===== src/fsta_pkg.sv =====
// shared constants, types and codes for the filtered sample tile accumulator
// no dependencies; every other file but fsta_ram imports this package
package fsta_pkg;

  localparam int TABLE_EXTENT    = 16;
  localparam int TILE_MAX_WIDTH  = 64;
  localparam int TILE_MAX_HEIGHT = 64;
  localparam int TABLE_DEPTH     = 256;
  localparam int TABLE_AW        = $clog2(TABLE_DEPTH);
  localparam int ACC_DEPTH       = TILE_MAX_WIDTH * TILE_MAX_HEIGHT;
  localparam int ACC_AW          = $clog2(ACC_DEPTH);
  localparam int SLOT_W          = $clog2(TABLE_EXTENT);
  localparam int CRD_W           = 9;
  localparam int DIST_W          = 18;
  localparam int RADIUS_CAP      = 896;
  localparam int LUM_R           = 13938;
  localparam int LUM_G           = 46868;
  localparam int LUM_B           = 4730;
  localparam int QUEUE_DEPTH     = 2;
  localparam int ACC_W           = 48;
  localparam int WGT_W           = 32;
  localparam int ACC_ROW_W       = 3 * ACC_W + WGT_W;

  typedef enum logic [2:0] {
    CFG_TILE_WIDTH    = 3'd0,
    CFG_TILE_HEIGHT   = 3'd1,
    CFG_RADIUS_X      = 3'd2,
    CFG_RADIUS_Y      = 3'd3,
    CFG_TABLE_SCALE_X = 3'd4,
    CFG_TABLE_SCALE_Y = 3'd5,
    CFG_MAX_LUMINANCE = 3'd6
  } cfg_idx_e;

  typedef enum logic [2:0] {
    F_IDLE,
    F_LUM,
    F_CMP,
    F_MUL,
    F_DIV,
    F_CSW,
    F_PUSH
  } front_state_e;

  typedef enum logic [2:0] {
    B_CLEAR,
    B_IDLE,
    B_ROW,
    B_IDX,
    B_MUL,
    B_ACC
  } back_state_e;

  typedef struct packed {
    logic               kind;
    logic signed [15:0] pos_x;
    logic signed [15:0] pos_y;
    logic [31:0]        red;
    logic [31:0]        green;
    logic [31:0]        blue;
    logic [15:0]        sample_weight;
    logic [7:0]         table_index;
    logic signed [15:0] table_value;
  } in_item_t;

  typedef struct packed {
    logic [5:0]               pixel_x;
    logic [5:0]               pixel_y;
    logic signed [ACC_W-1:0]  sum_red;
    logic signed [ACC_W-1:0]  sum_green;
    logic signed [ACC_W-1:0]  sum_blue;
    logic signed [WGT_W-1:0]  weight_total;
    logic                     last;
  } out_item_t;

  typedef struct packed {
    logic [6:0]  tile_width;
    logic [6:0]  tile_height;
    logic [9:0]  radius_x;
    logic [9:0]  radius_y;
    logic [19:0] table_scale_x;
    logic [19:0] table_scale_y;
    logic [31:0] max_luminance;
  } cfg_t;

  typedef struct packed {
    logic             nonempty;
    logic [CRD_W-1:0] lo;
    logic [CRD_W-1:0] hi;
  } span_t;

  typedef struct packed {
    logic               is_table;
    logic [7:0]         tab_index;
    logic signed [15:0] tab_value;
    logic [ACC_W-1:0]   csw_red;
    logic [ACC_W-1:0]   csw_green;
    logic [ACC_W-1:0]   csw_blue;
    logic signed [16:0] ctr_x;
    logic signed [16:0] ctr_y;
    logic [CRD_W-1:0]   x_lo;
    logic [CRD_W-1:0]   x_hi;
    logic [CRD_W-1:0]   y_lo;
    logic [CRD_W-1:0]   y_hi;
  } job_t;

  typedef struct packed {
    logic clearing;
  } back_status_t;

endpackage


===== src/fsta_queue.sv =====
// short job queue between the front and the back
// depends on fsta_pkg
module fsta_queue import fsta_pkg::*; (
  input  logic clk_i,
  input  logic rst_ni,
  input  logic push_i,
  input  job_t job_i,
  output logic full_o,
  input  logic pop_i,
  output job_t job_o,
  output logic empty_o
);

  localparam int PtrW = $clog2(QUEUE_DEPTH);

  job_t              q_q [QUEUE_DEPTH];
  logic [PtrW-1:0]   wr_q, wr_d, rd_q, rd_d;
  logic [PtrW:0]     cnt_q, cnt_d;

  assign full_o  = (cnt_q == (PtrW+1)'(QUEUE_DEPTH));
  assign empty_o = (cnt_q == '0);
  assign job_o   = q_q[rd_q];

  always_comb begin
    wr_d  = wr_q;
    rd_d  = rd_q;
    cnt_d = cnt_q;
    if (push_i) begin
      wr_d = (wr_q == PtrW'(QUEUE_DEPTH-1)) ? '0 : wr_q + PtrW'(1);
    end
    if (pop_i) begin
      rd_d = (rd_q == PtrW'(QUEUE_DEPTH-1)) ? '0 : rd_q + PtrW'(1);
    end
    if (push_i && !pop_i) begin
      cnt_d = cnt_q + (PtrW+1)'(1);
    end else if (pop_i && !push_i) begin
      cnt_d = cnt_q - (PtrW+1)'(1);
    end
  end

  always_ff @(posedge clk_i or negedge rst_ni) begin
    if (!rst_ni) begin
      wr_q  <= '0;
      rd_q  <= '0;
      cnt_q <= '0;
    end else begin
      wr_q  <= wr_d;
      rd_q  <= rd_d;
      cnt_q <= cnt_d;
    end
  end

  always_ff @(posedge clk_i) begin
    if (push_i) begin
      q_q[wr_q] <= job_i;
    end
  end

endmodule


===== config.mk =====
export PLATFORM = sky130hd
export DESIGN_NAME = fsta_queue
export DESIGN_NICKNAME = d
export VERILOG_FILES = /design/src/fsta_pkg.sv /design/src/fsta_queue.sv
export SDC_FILE = /design/constraint.sdc
export NUM_CORES = 1
export LEC_CHECK = 0
export ABC_AREA = 1
export BUFFER_PORTS_ARGS = -buffer_cell sky130_fd_sc_hd__buf_4
export CAP_MARGIN = 20
export CELL_PAD_IN_SITES_DETAIL_PLACEMENT = 0
export CELL_PAD_IN_SITES_GLOBAL_PLACEMENT = 1
export CORE_MARGIN = 10
export CORE_UTILIZATION = 45
export DETAILED_ROUTE_END_ITERATION = 16
export PLACE_DENSITY = 0.78
export SYNTH_ARGS = -nofsm -noshare
export SYNTH_HDL_FRONTEND = slang
export SYNTH_SLANG_ARGS = --single-unit

===== constraint.sdc =====
create_clock -name clk_i -period 13.7 [get_ports clk_i]
set_clock_uncertainty 0.1 [all_clocks]
set_input_delay 1.37 -clock clk_i [delete_from_list [all_inputs] [get_ports clk_i]]
set_output_delay 1.37 -clock clk_i [all_outputs]
set_load 0.01 [all_outputs]

==> results_dict.tcl, run 1 <==
set metrics [dict create \
    cts_max_path_buffers 3 \
    clock_latency_ps 560 \
    grt_usage_pct 16.5 \
    status "finished clean" \
    avgSynthCellArea_um2 24.0 \
    layout_common_cells "buf_4 (493), edfxtp_1 (478), mux2_4 (200)" \
    grt_max_degree 118 \
    cts_root_buf "clkbuf_16" \
    p_leak_nw 9.53 \
    powerDensity_nw_per_um2 209 \
    max_cap_violations 0 \
    ir_drop_v 0.000141 \
    rsz0062_at_grt "no" \
    cts.repair.resized 0 \
    fp.dieArea_um2 49600 \
    synth.cell_area_um2 18500 \
    final_common_cell "buf_4" \
    drv_slew 0 \
    power_mw 5.00 \
    drt.antenna.violating_nets 0 \
    cts_setup_buffers 0 \
    yosysSeqAreaShare_pct 78.2 \
    first_pass_iters 4 \
    drc_errors 0 \
    cts_buffers 48 \
    port_buffers 483 \
    postCtsHoldBufs 0 \
    clock-sinks 482 \
    grt_use_met1_pct 17.4 \
    first_global_vias 9631 \
    fmax_mhz 169 \
    worst_pin_slew_ps 1040 \
    grt_pass1_wl_um 61700 \
    htree_levels 2 \
    ios 484 \
    num_rows 74 \
    setup_viol_count_final 0 \
    diodes 0 \
    busiest_layer "met2" \
    crit_required_ps 12230 \
    cp_max_fo 59 \
    fin_tns_setup_ps 0 \
    ys_ff_latch 482 \
    gr-usage-met3_pct 8.38 \
    hold_viol 0 \
    post-route-period-util_pct 43.1 \
    core-area_um2 40700 \
    slew_headroom_pct 30.6 \
    met2_usage_pct 27.9 \
    post-dp-hpwl_um 30700 \
    overflow 0 \
    dr.first_iter.drc_count 507 \
    syn_to_final_growth_pct 29.5 \
    cts_tree "done" \
    arrival_ps 4430 \
    wire_per_inst_um 23.0 \
    drive_gt1_share_pct 60.8 \
    synth.net_count 1013 \
    die_y_um 223 \
    cp-start-kind "flop" \
    num-nets-final 1529 \
    place_ws_ps 8320 \
    gp_congestion 0.771 \
    path_clk_slew_ps 60 \
    vias 8938 \
    fin_crit_ps 5900 \
    num-fill-cells 3060 \
    worst_hold_slack_ps 413 \
    wl_um 42600 \
    path_class "flop to output port" \
    hp-class "flop to flop" \
    avgViaCountPerCell 4.82 \
    initial_core_util_pct 45.3 \
    fp.dieW_um 223 \
    antenna_found_initial 2 \
    setup_ws_ps 7800 \
    end_kind "output port" \
    yosysUniqueCellTypes 15 \
    postSynthCellCount 769 \
    ys_warn_count 0 \
]
through the flow:
stage	area, µm²	cells	util, %
final	23900	1853	58.7
after global routing	23900	1853	58.7
after CTS	23900	1853	58.7
after detailed placement	22400	1767	55.0
after global placement	22400	1767	55.0
after floorplan	18500	769	-
kinds of logic after synthesis:
| group | Yosys count | share of synthesized area (%) |
|---|---|---|
| buf+inv | 34 | 2.70 |
| flops | 482 | 78.2 |
| mux | 239 | 18.6 |
| fa+ha+maj | 1 | 0.0677 |
| xor+xnor | 3 | 0.142 |
| simple gates | 10 | 0.224 |
path summary, 6_finish.rpt:
kind / startpoint / endpoint / slack [ps] / depth (start not counted)
worst max-delay path: rd_q / job_o[83] / 7800 / 5
worst min-delay path: cnt_q[1] / cnt_q[1] / 410 / 2
worst max register to register: wr_q / q_q[0][50] / 11110 / 3
worst min register to register: cnt_q[1] / cnt_q[1] / 410 / 2
max in group asynchronous: rst_ni / rd_q / 12880 / 1
min in group asynchronous: rst_ni / wr_q / 500 / 1
Yosys cell counts, drive strengths merged:
cell type	count	area share (%)
xor2	2	0.095
ha	1	0.068
dfrtp	4	0.54
nand4	1	0.034
inv	7	0.14
nor2	3	0.061
xnor2	1	0.047
mux2	239	19
edfxtp	478	78
nand3	1	0.027
buf	27	2.6
nand2	5	0.10
cell type report:
| cell class | count | area (µm²) | area share (%) |
|---|---|---|---|
| flip-flops and latches | 482 | 14500 | 60.4 |
| repair buffers | 493 | 3700 | 15.5 |
| multi-input cells | 253 | 3530 | 14.8 |
| clock buffers | 60 | 1270 | 5.30 |
| well taps | 532 | 666 | 2.78 |
| clock inverters | 26 | 262 | 1.09 |
| inverters | 7 | 33.8 | 0.141 |
registers in the layout (all words and copies together), names as in the netlist:
register,flops
q_q,478
cnt_q,2
rd_q,1
wr_q,1
layer usage:
layer | vias up | part of all wire, %
met5 | - | 0.047
met4 | 2 | 2.8
met3 | 65 | 11
met2 | 381 | 50
met1 | 4399 | 35
li1 | 4091 | -
where the power goes:
group | internal [mW] | leakage, nW | switching (mW)
combinational | 0.902 | 4.24 | 0.792
sequential | 1.96 | 4.53 | 0.0815
clock | 0.749 | 0.754 | 0.520
critical path, cell delays in order (launching register included):
cell and delay [ps]:
dfrtp_4 630, buf_4 760, buf_4 910, buf_4 950, mux2_4 360, buf_4 150
No activity file was read; power rests on OpenSTA's default activity.
==> run 2: changes to the inputs <==
==> constraint.sdc (replaced) <==
create_clock -name clk_i -period 6.01 [get_ports clk_i]
set_clock_uncertainty 0.1 [all_clocks]
set_input_delay 0.601 -clock clk_i [delete_from_list [all_inputs] [get_ports clk_i]]
set_output_delay 0.601 -clock clk_i [all_outputs]
set_load 0.01 [all_outputs]
==> results_dict.tcl, run 2 (synthesis results as in run 1) <==
set metrics [dict create \
    status "finished clean" \
    power_mw 11.4 \
    place_area_um2 22400 \
    ir_drop_v 0.000308 \
    drive_gt1_share_pct 60.2 \
    overflow 0 \
    hold_viol 0 \
    reg2reg_to "q_q[0][34]" \
    drc_errors 0 \
    ios 484 \
    clock-sinks 482 \
    fp.dieArea_um2 49600 \
    grt_pass1_wl_um 59900 \
    max_cap_violations 0 \
    initial_core_util_pct 45.3 \
    port_buffers 483 \
    core-area_um2 40700 \
    wire_per_inst_um 22.4 \
    vias 8923 \
    crit_required_ps 5310 \
    post-dp-hpwl_um 29200 \
    path_class "flop to output port" \
    gp_congestion 0.751 \
    num_rows 74 \
    post-route-period-util_pct 53.1 \
    cts_root_buf "clkbuf_16" \
    num-fill-cells 3033 \
    cts_buffers 49 \
    setup_viol_count_final 0 \
    hp-class "input port to flop" \
    end_kind "output port" \
    r2r_cells 3 \
    grt_max_degree 138 \
    final_common_cell "buf_4" \
    cp-startpoint "rd_q" \
    dr.first_iter.drc_count 610 \
    rsz0062_at_grt "no" \
    avgViaCountPerCell 4.82 \
    slew_headroom_pct 43.6 \
    fin_area_um2 23900 \
    seqCellArea_um2 14500 \
    cp-start-kind "flop" \
    grt_usage_pct 16.0 \
    crit_end "job_o[1]" \
    rr_startpoint "wr_q" \
    worst_pin_slew_ps 846 \
    path_clk_slew_ps 60 \
    fin_tns_setup_ps 0 \
    num-nets-final 1529 \
    wl_um 41400 \
    p_leak_nw 9.51 \
    fp.dieW_um 223 \
    cts.repair.resized 0 \
    cts_tree "done" \
    clock_latency_ps 560 \
    cts_max_path_buffers 3 \
    powerDensity_nw_per_um2 474 \
    utilization_pct 58.7 \
    reg_top3 "q_q x478, cnt_q x2" \
    drt.antenna.violating_nets 0 \
    first_pass_iters 4 \
    r2r_slack_ps 3560 \
    fmax_mhz 313 \
    cts_setup_buffers 0 \
    arrival_ps 2490 \
    layout_common_cells "buf_4 (486), edfxtp_1 (478), mux2_4 (200)" \
    drv_slew 0 \
    syn_to_final_growth_pct 29.5 \
    antenna_found_initial 6 \
    htree_levels 2 \
    worst_hold_slack_ps 118 \
    largest_reg_flops 478 \
    first_global_vias 9441 \
    cp_max_fo 80 \
    fin_crit_ps 3190 \
    die_y_um 223 \
    top_register "q_q" \
    multi_input_area_um2 3530 \
]
[run 2: changes by cell type in the layout (fill, tap and decap cells not counted), sizes merged]
| cell | delta |
|---|---|
| buf | -2 |
| bufinv | -1 |
| clkbuf | +1 |
| clkinv | -4 |
| clkinvlp | +1 |
| diode | +1 |
| dlygate4sd3 | +1 |
[run 2: worst max-delay path: stages (launching register included)]
cell	delay (ps)
dfrtp_4	770
buf_12	570
mux2_2	420
buf_4	150
[run 2: area by class of cell]
type	instances	area share (%)
well taps	532	2.78
clock buffers	61	5.31
diodes	1	0.0105
multi-input cells	253	14.7
clock inverters	22	0.863
inverters	7	0.141
repair buffers	492	15.7
flip-flops and latches	482	60.4
[run 2: per-layer routing]
metal / vias up / global-route usage, % / wire length (µm)
li1: 4082 / - / -
met1: 4385 / 17.9 / 15100
met2: 379 / 26.3 / 20400
met3: 69 / 7.73 / 4850
met4: 8 / 5.19 / 933
met5: - / 0 / 80
[run 2: timing repair]
action | in CTS | in global routing
hold endpoints to repair | 4 | 0
endpoints found under the setup margin | 0 | 0
hold buffers | 1 | 0
[run 2: per-stage QoR]
step	setup WS (ps)	cells
2_1_floorplan	49.9	769
3_3_place_gp	2910	1764
3_5_place_dp	2920	1764
4_1_cts	2290	1848
5_1_grt	2700	1850
6_report	2820	1850
[run 2: worst min-delay path by stage]
stage                     startpoint           to  slack, ps  cells after the start
after floorplan               rst_ni     cnt_q[0]        210                      0
final                          pop_i         rd_q        120                      2
after CTS                 job_i[218]  q_q[0][218]         80                      1
after global routing      job_i[111]  q_q[1][111]         90                      1
after global placement        rst_ni     cnt_q[1]        300                      1
after detailed placement      rst_ni     cnt_q[1]        300                      1
[run 2: power by group]
part | switching (mW) | internal, mW
Sequential | 0.197 | 4.47
Combinational | 1.80 | 2.06
Clock | 1.17 | 1.66
==> run 3: changes to the inputs <==
--- a/config.mk
+++ b/config.mk
@@ -11,9 +11,9 @@
 export CELL_PAD_IN_SITES_DETAIL_PLACEMENT = 0
 export CELL_PAD_IN_SITES_GLOBAL_PLACEMENT = 1
 export CORE_MARGIN = 10
-export CORE_UTILIZATION = 45
+export CORE_UTILIZATION = 41
 export DETAILED_ROUTE_END_ITERATION = 16
-export PLACE_DENSITY = 0.78
+export PLACE_DENSITY = 0.74
 export SYNTH_ARGS = -nofsm -noshare
 export SYNTH_HDL_FRONTEND = slang
 export SYNTH_SLANG_ARGS = --single-unit
==> constraint.sdc (replaced) <==
create_clock -name clk_i -period 2.56 [get_ports clk_i]
set_clock_uncertainty 0.1 [all_clocks]
set_input_delay 0.256 -clock clk_i [delete_from_list [all_inputs] [get_ports clk_i]]
set_output_delay 0.256 -clock clk_i [all_outputs]
set_load 0.01 [all_outputs]
==> results_dict.tcl, run 3 (synthesis results as in run 1) <==
set metrics [dict create \
    rsz0062_at_grt "no" \
    cp_max_fo 27 \
    wl_um 45500 \
    core-area_um2 44400 \
    reg2reg_to "q_q[1][182]" \
    min_from "job_i[8]" \
    first_global_vias 11000 \
    r2r_slack_ps 870 \
    cp_slowest_cell "dfrtp_4" \
    gp_congestion 0.792 \
    worst_hold_slack_ps 305 \
    slew_headroom_pct 55.4 \
    power_mw 27.5 \
    drc_errors 0 \
    fin_crit_ps 2420 \
    wire_per_inst_um 20.8 \
    fp.dieW_um 232 \
    clock-sinks 482 \
    grt_pass1_wl_um 67900 \
    utilization_pct 60.1 \
    end_kind "output port" \
    arrival_ps 2060 \
    num-fill-cells 3187 \
    r2r_cells 3 \
    dr.first_iter.drc_count 661 \
    path_clk_slew_ps 60 \
    avgViaCountPerCell 4.60 \
    crit_required_ps 2200 \
    critPathMaxStageDelay_ps 500 \
    fp.dieArea_um2 53900 \
    seq_power_share_pct 39.6 \
    vias 10100 \
    hold_viol 0 \
    post-dp-hpwl_um 31200 \
    largest_reg_flops 478 \
    powerDensity_nw_per_um2 1030 \
    cts_buffers 51 \
    status "finished clean" \
    antenna_found_initial 3 \
    first_pass_iters 4 \
    p_sw_mw 7.80 \
    ios 484 \
    hold_depth 2 \
    post-route-period-util_pct 94.4 \
    critPathMostFrequentCell "buf_12" \
    overflow 0 \
    port_buffers 483 \
    num_rows 77 \
    cts_max_path_buffers 3 \
    path_buf_inv 3 \
    fmax_mhz 414 \
    syn_to_final_growth_pct 44.6 \
    cts_tree "done" \
    clock_latency_ps 570 \
    switching_share_pct 28.4 \
    initial_core_util_pct 41.6 \
    drt.antenna.violating_nets 0 \
    grt_max_degree 102 \
    cts_root_buf "clkbuf_16" \
    hp-class "input port to flop" \
    max_cap_violations 0 \
    path_cells "buf_12 -> buf_12 -> mux2_4 -> buf_4" \
    reg_top3 "q_q x478, cnt_q x2" \
    p_comb_share_pct 36.2 \
    p_int_mw 19.7 \
    htree_levels 2 \
    grt_usage_pct 16.4 \
    p_clk_share_pct 24.3 \
    ir_drop_v 0.000754 \
    drv_slew 0 \
    final_common_cell "buf_4" \
    drive_gt1_share_pct 51.8 \
    path_class "flop to output port" \
    p_leak_nw 10.7 \
    worst_pin_slew_ps 668 \
    setup_viol_count_final 0 \
    die_y_um 232 \
    min_to "q_q[1][8]" \
    rr_startpoint "wr_q" \
    critPathTopFamily "buffers and inverters" \
    num-nets-final 1802 \
    top_register "q_q" \
    layout_common_cells "buf_4 (511), edfxtp_1 (478), dlygate4sd3_1 (243)" \
    cp-start-kind "flop" \
]
run 3: worst max-delay path by stage:
| stage | startpoint | cells past startpoint | end | slack [ps] |
|---|---|---|---|---|
| floorplan | wr_q | 2 | q_q[1][0] | -2000 |
| global placement | rd_q | 4 | job_o[9] | 650 |
| detailed placement | rd_q | 4 | job_o[30] | 610 |
| CTS | rd_q | 4 | job_o[30] | 90 |
| global route | rd_q | 4 | job_o[30] | 60 |
| finish | rd_q | 4 | job_o[74] | 140 |
run 3: repair_timing:
item / in CTS / in global routing
hold buffers: 243 / 0
gates resized for setup: 0 / 0
setup endpoints to repair: 28 / 0
hold endpoints to repair: 485 / 0
setup buffers: 4 / 0
run 3: power groups by stage:
| stage | sequential [mW] | clock [mW] | combinational (mW) |
|---|---|---|---|
| floorplan | 11.1 | 0 | 6.01 |
| global placement | 11.0 | 0 | 9.62 |
| detailed placement | 11.1 | 0 | 9.66 |
| CTS | 10.9 | 6.87 | 10.1 |
| global route | 11.0 | 7.18 | 10.6 |
| finish | 10.9 | 6.67 | 9.94 |
run 3: per-layer routing:
layer,track usage [%],routed length [µm],up-vias
li1,-,-,4646
met1,19.4,17600,4934
met2,27.2,22800,415
met3,5.75,3940,61
met4,5.72,1130,0
met5,0,0,-
run 3: through the flow:
stage | setup TNS, ps | area [µm²] | cells | setup WS [ps]
4_1_cts | 0 | 26700 | 2185 | 91.4
2_1_floorplan | -939290 | 18500 | 769 | -2000
3_3_place_gp | 0 | 22700 | 1850 | 647
5_1_grt | 0 | 26700 | 2188 | 56.1
3_5_place_dp | 0 | 22700 | 1850 | 615
6_report | 0 | 26700 | 2188 | 143
run 3: area by class of cell:
class                           instances  area, µm²  share of cell area, %
Clock buffer                           66       1330                   4.99
Antenna cell                            3       7.51                 0.0281
Sequential cell                       482      14500                   54.1
Timing Repair Buffer                  763       6450                   24.1
Tap cell                              592        741                   2.77
Clock inverter                         22        165                  0.618
Inverter                                7       30.0                  0.112
Multi-Input combinational cell        253       3530                   13.2
run 3: worst reg2reg max path, cell delays in order, from the launching register on:
cell and delay (ps):
dfrtp_1 430, nand2_2 80, clkinvlp_4 140, buf_12 390
